`config.mk`:
```
export PLATFORM = sky130hd
export DESIGN_NAME = ogu_div
export DESIGN_NICKNAME = d
export VERILOG_FILES = /design/src/sv/occupancy_grid_updater_core_macros.svh /design/src/sv/ogu_pkg.sv /design/src/sv/ogu_div.sv
export SDC_FILE = /design/constraint.sdc
export NUM_CORES = 1
export LEC_CHECK = 0
export ABC_CLOCK_PERIOD_IN_PS = 4250
export BUFFER_PORTS_ARGS = -buffer_cell sky130_fd_sc_hd__buf_2
export CORE_MARGIN = 1
export CORE_UTILIZATION = 59
export DETAILED_ROUTE_END_ITERATION = 8
export PLACE_DENSITY = 0.92
export SLEW_MARGIN = 10
export SYNTH_ARGS = -nofsm -noshare
export SYNTH_HDL_FRONTEND = slang
export SYNTH_SLANG_ARGS = --single-unit
```
`constraint.sdc`:
```
create_clock -name clk -period 4.25 [get_ports clk]
set_input_delay 0 -clock clk [delete_from_list [all_inputs] [get_ports clk]]
set_output_delay 0 -clock clk [all_outputs]
set_load 0.01 [all_outputs]
```
`src/sv/occupancy_grid_updater_core_macros.svh`:
```
// ----------------------------------------------------------------------------
// Occupancy grid updater assertion macros
// Concurrent assertion wrappers sampled on clk and disabled while rst_n is low.
// ----------------------------------------------------------------------------
`ifndef OCCUPANCY_GRID_UPDATER_CORE_MACROS_SVH
`define OCCUPANCY_GRID_UPDATER_CORE_MACROS_SVH

`ifndef SYNTH
`define OGU_ASSERT(lbl, prop, msg) \
  lbl: assert property (@(posedge clk) disable iff (!rst_n) prop) else $error(msg);
`define OGU_ASSERT_NEXT(lbl, ante, cons, msg) \
  lbl: assert property (@(posedge clk) disable iff (!rst_n) (ante) |=> (cons)) \
    else $error(msg);
`else
`define OGU_ASSERT(lbl, prop, msg)
`define OGU_ASSERT_NEXT(lbl, ante, cons, msg)
`endif

`endif

```
`src/sv/ogu_pkg.sv`:
```
// ----------------------------------------------------------------------------
// Occupancy grid updater package
// Field widths, command and register codes, reset values and payload types.
// ----------------------------------------------------------------------------
package ogu_pkg;

  localparam int MAX_WIDTH_DEF  = 256;
  localparam int MAX_HEIGHT_DEF = 256;

  localparam int DIM_W = 9;    // width_cells / height_cells
  localparam int CS_W  = 12;   // cell_size_mm
  localparam int CFG_W = 12;   // widest register
  localparam int POS_W = 16;
  localparam int IDX_W = 16;
  localparam int VAL_W = 8;

  // 2*pos + n*cs fits 23 bits signed; its magnitude 22 bits
  localparam int NUM_W = 23;
  localparam int MAG_W = 22;
  localparam int DEN_W = 13;   // 2*cs
  localparam int LIN_W = 18;   // row*W + column, W and H below 512

  localparam logic [1:0] CMD_HIT   = 2'd0;
  localparam logic [1:0] CMD_MISS  = 2'd1;
  localparam logic [1:0] CMD_READ  = 2'd2;
  localparam logic [1:0] CMD_CLEAR = 2'd3;

  localparam logic [1:0] CFG_WIDTH  = 2'd0;
  localparam logic [1:0] CFG_HEIGHT = 2'd1;
  localparam logic [1:0] CFG_CELL   = 2'd2;

  localparam logic [DIM_W-1:0] WIDTH_RST  = 9'd256;
  localparam logic [DIM_W-1:0] HEIGHT_RST = 9'd256;
  localparam logic [CS_W-1:0]  CELL_RST   = 12'd100;

  localparam logic signed [VAL_W-1:0] CELL_UNKNOWN = -8'sd1;
  localparam logic signed [VAL_W-1:0] CELL_FULL    = 8'sd100;

  typedef struct packed {
    logic [1:0]              command;
    logic signed [POS_W-1:0] pos_x;
    logic signed [POS_W-1:0] pos_y;
    logic [IDX_W-1:0]        read_index;
  } in_item_t;

  typedef struct packed {
    logic signed [VAL_W-1:0] cell_value;
    logic                    accepted;
    logic [IDX_W-1:0]        cell_index;
  } out_item_t;

endpackage

```
`src/sv/ogu_div.sv`:
```
// ----------------------------------------------------------------------------
// Occupancy grid divider
// Restoring unsigned divider, one quotient bit per cycle, MAG_W quotient bits.
// ----------------------------------------------------------------------------
module ogu_div
  import ogu_pkg::*;
(
  input  logic             clk,
  input  logic             rst_n,
  input  logic             start,
  input  logic [MAG_W-1:0] num,
  input  logic [DEN_W-1:0] den,
  output logic             done,
  output logic [MAG_W-1:0] quot
);

  localparam int CNT_W = $clog2(MAG_W + 1);

  logic             active_r, active_nxt;
  logic             done_r, done_nxt;
  logic [CNT_W-1:0] cnt_r, cnt_nxt;
  logic [MAG_W-1:0] quot_r, quot_nxt;
  logic [DEN_W-1:0] rem_r, rem_nxt;
  logic [DEN_W-1:0] den_r, den_nxt;
  logic [DEN_W:0]   rem_sh;
  logic [DEN_W:0]   diff;

  always_comb begin
    active_nxt = active_r;
    done_nxt   = 1'b0;
    cnt_nxt    = cnt_r;
    quot_nxt   = quot_r;
    rem_nxt    = rem_r;
    den_nxt    = den_r;
    rem_sh     = {rem_r, quot_r[MAG_W-1]};
    diff       = rem_sh - {1'b0, den_r};
    if (start) begin
      active_nxt = 1'b1;
      cnt_nxt    = CNT_W'(MAG_W);
      quot_nxt   = num;
      rem_nxt    = '0;
      den_nxt    = den;
    end else if (active_r) begin
      // shift in the next numerator bit, keep the difference if it fits
      if (!diff[DEN_W]) begin
        rem_nxt  = diff[DEN_W-1:0];
        quot_nxt = {quot_r[MAG_W-2:0], 1'b1};
      end else begin
        rem_nxt  = rem_sh[DEN_W-1:0];
        quot_nxt = {quot_r[MAG_W-2:0], 1'b0};
      end
      cnt_nxt = cnt_r - CNT_W'(1);
      if (cnt_r == CNT_W'(1)) begin
        active_nxt = 1'b0;
        done_nxt   = 1'b1;
      end
    end
  end

  always_ff @(posedge clk) begin
    if (!rst_n) begin
      active_r <= 1'b0;
      done_r   <= 1'b0;
      cnt_r    <= '0;
    end else begin
      active_r <= active_nxt;
      done_r   <= done_nxt;
      cnt_r    <= cnt_nxt;
    end
    quot_r <= quot_nxt;
    rem_r  <= rem_nxt;
    den_r  <= den_nxt;
  end

  assign done = done_r;
  assign quot = quot_r;

endmodule

```
==> Implementation_results.wiki <==
{| class="wikitable"
! Metric !! Value
|-
| Number of setup violations in the final report || 0
|-
| Antenna Nets Post-Route || 0
|-
| Leakage dissipation || 1.55 nW
|-
| First DRT Iteration DRCs || 268
|-
| Vias in the first global route || 2602
|-
| Portion of the post-synthesis area used by sequential elements || 46.9%
|-
| Setup CP Type || flip-flop to flip-flop
|-
| Largest net degree at the start of global routing || 55
|-
| Growth of design area from synthesis to finish || 21.8%
|-
| Number of standard-cell rows in the floorplan || 26
|-
| Synth Net Count || 334
|-
| Maximum fanout count along the critical path || 11
|-
| Number of H-tree levels || 2
|-
| Layout filler cell count || 329
|-
| Total area of multi-input combinational cells || 1420 sq um
|-
| Crit path buffers/inverters || 1
|-
| Transition time at the pin with the least slew margin || 1.02 ns
|-
| Fraction of registers with async set or reset after synthesis || 0%
|-
| Sequential cell area || 1450 sq um
|-
| Delay contributed by the slowest stage of the critical path || 0.59 ns
|-
| Power per unit of standard cell area || 359 nW/um^2
|-
| Worst Hold Class || input port to flip-flop
|-
| RSZ-0062 raised after global routing || no
|-
| Number of antenna violations at the first check in global routing || 0
|-
| Worst R2R Path Depth || 8
|-
| Vias per Instance || 6.15
|-
| Total wire length || 7900 microns
|-
| Total Die Area || 5540 sq um
|-
| Root cell of the clock tree || sky130_fd_sc_hd__clkbuf_8
|-
| Clock transition at the registers of the reported paths || 0.11 ns
|-
| Outcome || complete, no violations
|-
| Post-Synthesis Cells || 280
|-
| Clock tree sinks || 55
|-
| Critical Path RT || 4.45 ns
|-
| Total congestion overflow || 0
|-
| Kind of cell adding the most delay to the critical path || compound AO/OA/AOI/OAI gates
|-
| Area of the core || 5070 sq um
|-
| Area of all placed cells without fillers || 3770 sq um
|-
| Hold Violations, Final || 0
|-
| Final period demand of the worst path || 3.07 ns
|-
| Hold Startpoint || num[5]
|-
| Max capacitance violation total || 0
|-
| Clk buf depth || 2
|-
| Crit. End Element || flip-flop
|-
| Worst-case register-to-register setup slack || 1.18 ns
|-
| Setup tns final || 0 ns
|-
| Synthesis-stage register bit count || 55
|-
| R2r endpoint || rem_r[9]$_SDFFE_PP0P_
|-
| Number of synthesized flops with an enable pin || 35
|-
| Arr. time, crit path || 3.27 ns
|-
| Wire length of the first global-routing pass || 12400 microns
|-
| Critical path launch point type || flip-flop
|-
| Top_reg_cell synth || sky130_fd_sc_hd__edfxtp_1
|-
| Chip width || 74.4 microns
|-
| Number of distinct library cell variants in the gate-level netlist after synthesis || 53
|-
| Gp weighted congestion || 0.913
|-
| Clk_skew || 0.0125 ns
|-
| Setup repair bufs after CTS || 0
|-
| Clk_lat worst skew || 0.32 ns
|-
| Max-slew violation count || 0
|-
| Clock tree from TritonCTS || yes
|-
| Startpoint of the worst-slack reg-to-reg timing path || den_r[1]$_DFFE_PP_
|-
| Worst-case vdd ir drop || 0.257 mV
|-
| Fraction of layout instances using a drive strength above 1 || 27.6%
|-
| Top achievable clock speed || 325 MHz
|-
| Port bufs || 60
|-
| Number of placed I/O pins || 61
|-
| Mapped Area || 3100 sq um
|-
| Vertical extent of the die || 74.4 microns
|-
| Top library cells by usage in the layout, fill and taps aside || sky130_fd_sc_hd__buf_2, sky130_fd_sc_hd__edfxtp_1, sky130_fd_sc_hd__dlygate4sd3_1
|-
| Worst slew margin || 31.9%
|-
| Count of instances resized after the clock tree is built || 0
|-
| DR pass1 iterations || 5
|-
| Global-route usage over all layers || 30.3%
|-
| Hold path endpoint || quot[5]$_DFFE_PP_
|-
| Detail Placement HPWL || 4740 microns
|-
| Starting utilization of the core area || 61.0%
|-
| YS warnings || 0
|-
| Ordered cell list for the critical path || inv_1 > ha_1 > nor2b_1 > o31ai_1 > a2111oi_4 > o21a_1 > or4b_1 > a311oi_1
|-
| Synthesized area per cell || 11.1 sq um
|-
| Most common library cell in the layout ignoring fill and taps || sky130_fd_sc_hd__buf_2
|-
| Total cell area at the placement stage || 3370 sq um
|-
| Number of remaining DRC errors || 0
|-
| Diode count || 0
|-
| Cell with the biggest individual delay on the critical path || sky130_fd_sc_hd__or4b_1
|-
| Cell count of the worst hold path || 2
|-
| Number of buffers added to fix hold violations after cts || 30
|-
| Via count || 2706
|-
| Portion of the clock cycle consumed by the worst path in the final layout || 72.3%
|-
| Routed length per instance || 17.9 microns
|-
| Number of buffers inserted during clock tree synthesis || 5
|-
| Fin nets || 423
|}
-- layer usage --
layer  up-vias  routed length (microns)  GRT usage (%)
li1       1231                        -              -
met1      1290                     3060           35.3
met2       148                     4060           53.1
met3        37                      462           5.83
met4         0                      318           15.3
met5         -                        0              0
-- area by class of cell --
| type | count | share of cell area [%] |
|---|---|---|
| clock buffers | 5 | 1.82 |
| well taps | 70 | 2.32 |
| multi-input cells | 190 | 37.6 |
| repair buffers | 95 | 17.0 |
| flip-flops and latches | 55 | 38.5 |
| clock inverters | 3 | 0.597 |
| inverters | 22 | 2.19 |
-- kinds of logic after synthesis --
kind of cell / synth area share, %
adder cells (fa/ha/maj): 6.71
flip-flops: 46.9
AND/OR/NAND/NOR: 13.2
multiplexers: 8.00
buffers and inverters: 7.31
AO/OA/AOI/OAI: 15.1
XOR/XNOR: 2.83
-- stage by stage --
step | setup WS, ns | utilization [%] | power (mW) | cells | hold slack [ns]
final | 1.18 | 74.3 | 1.36 | 440 | 0.00405
after floorplan | 1.78 | - | 0.931 | 280 | 0.0989
after global routing | 1.11 | 74.3 | 1.41 | 440 | 0.00499
after global placement | 1.56 | 66.4 | 1.00 | 401 | 0.176
after CTS | 1.25 | 74.1 | 1.34 | 439 | 0.000702
after detailed placement | 1.41 | 66.4 | 1.02 | 401 | 0.178
-- cells in the mapped netlist (5+ instances only) --
master / count / area, sq um
sky130_fd_sc_hd__nor3_1: 8 / 40.0
sky130_fd_sc_hd__ha_1: 15 / 188
sky130_fd_sc_hd__nand3_1: 14 / 70.1
sky130_fd_sc_hd__nor2_1: 24 / 90.1
sky130_fd_sc_hd__a21oi_1: 5 / 25.0
sky130_fd_sc_hd__o21ai_0: 15 / 75.1
sky130_fd_sc_hd__mux2_2: 22 / 248
sky130_fd_sc_hd__nand2_1: 11 / 41.3
sky130_fd_sc_hd__dfxtp_1: 20 / 400
sky130_fd_sc_hd__edfxtp_1: 35 / 1050
sky130_fd_sc_hd__a31oi_1: 5 / 31.3
sky130_fd_sc_hd__nand4_1: 6 / 37.5
sky130_fd_sc_hd__a311oi_1: 8 / 70.1
sky130_fd_sc_hd__xnor2_1: 5 / 43.8
sky130_fd_sc_hd__xor2_1: 5 / 43.8
sky130_fd_sc_hd__inv_1: 22 / 82.6
-- worst max path at each step --
stage	startpoint	end	cells past startpoint
floorplan	den_r[10]$_DFFE_PP_	rem_r[9]$_SDFFE_PP0P_	8
global placement	den_r[1]$_DFFE_PP_	rem_r[9]$_SDFFE_PP0P_	8
detailed placement	den_r[1]$_DFFE_PP_	rem_r[9]$_SDFFE_PP0P_	8
CTS	den_r[1]$_DFFE_PP_	rem_r[9]$_SDFFE_PP0P_	8
global route	den_r[1]$_DFFE_PP_	rem_r[9]$_SDFFE_PP0P_	8
finish	den_r[1]$_DFFE_PP_	rem_r[9]$_SDFFE_PP0P_	8
-- power by group --
part / leakage (nW) / internal, mW / switching (mW) / total [mW]
Sequential: 0.514 / 0.628 / 0.0349 / 0.663
Clock: 0.0437 / 0.119 / 0.184 / 0.303
Combinational: 0.995 / 0.170 / 0.221 / 0.390
-- flip-flops by register name (all words and copies together) (netlist names) --
| signal | count |
|---|---|
| active_r | 1 |
| quot | 22 |
| den_r | 13 |
| rem_r | 13 |
| cnt_r | 5 |
| done | 1 |
Power figures use the tool's default switching activity.
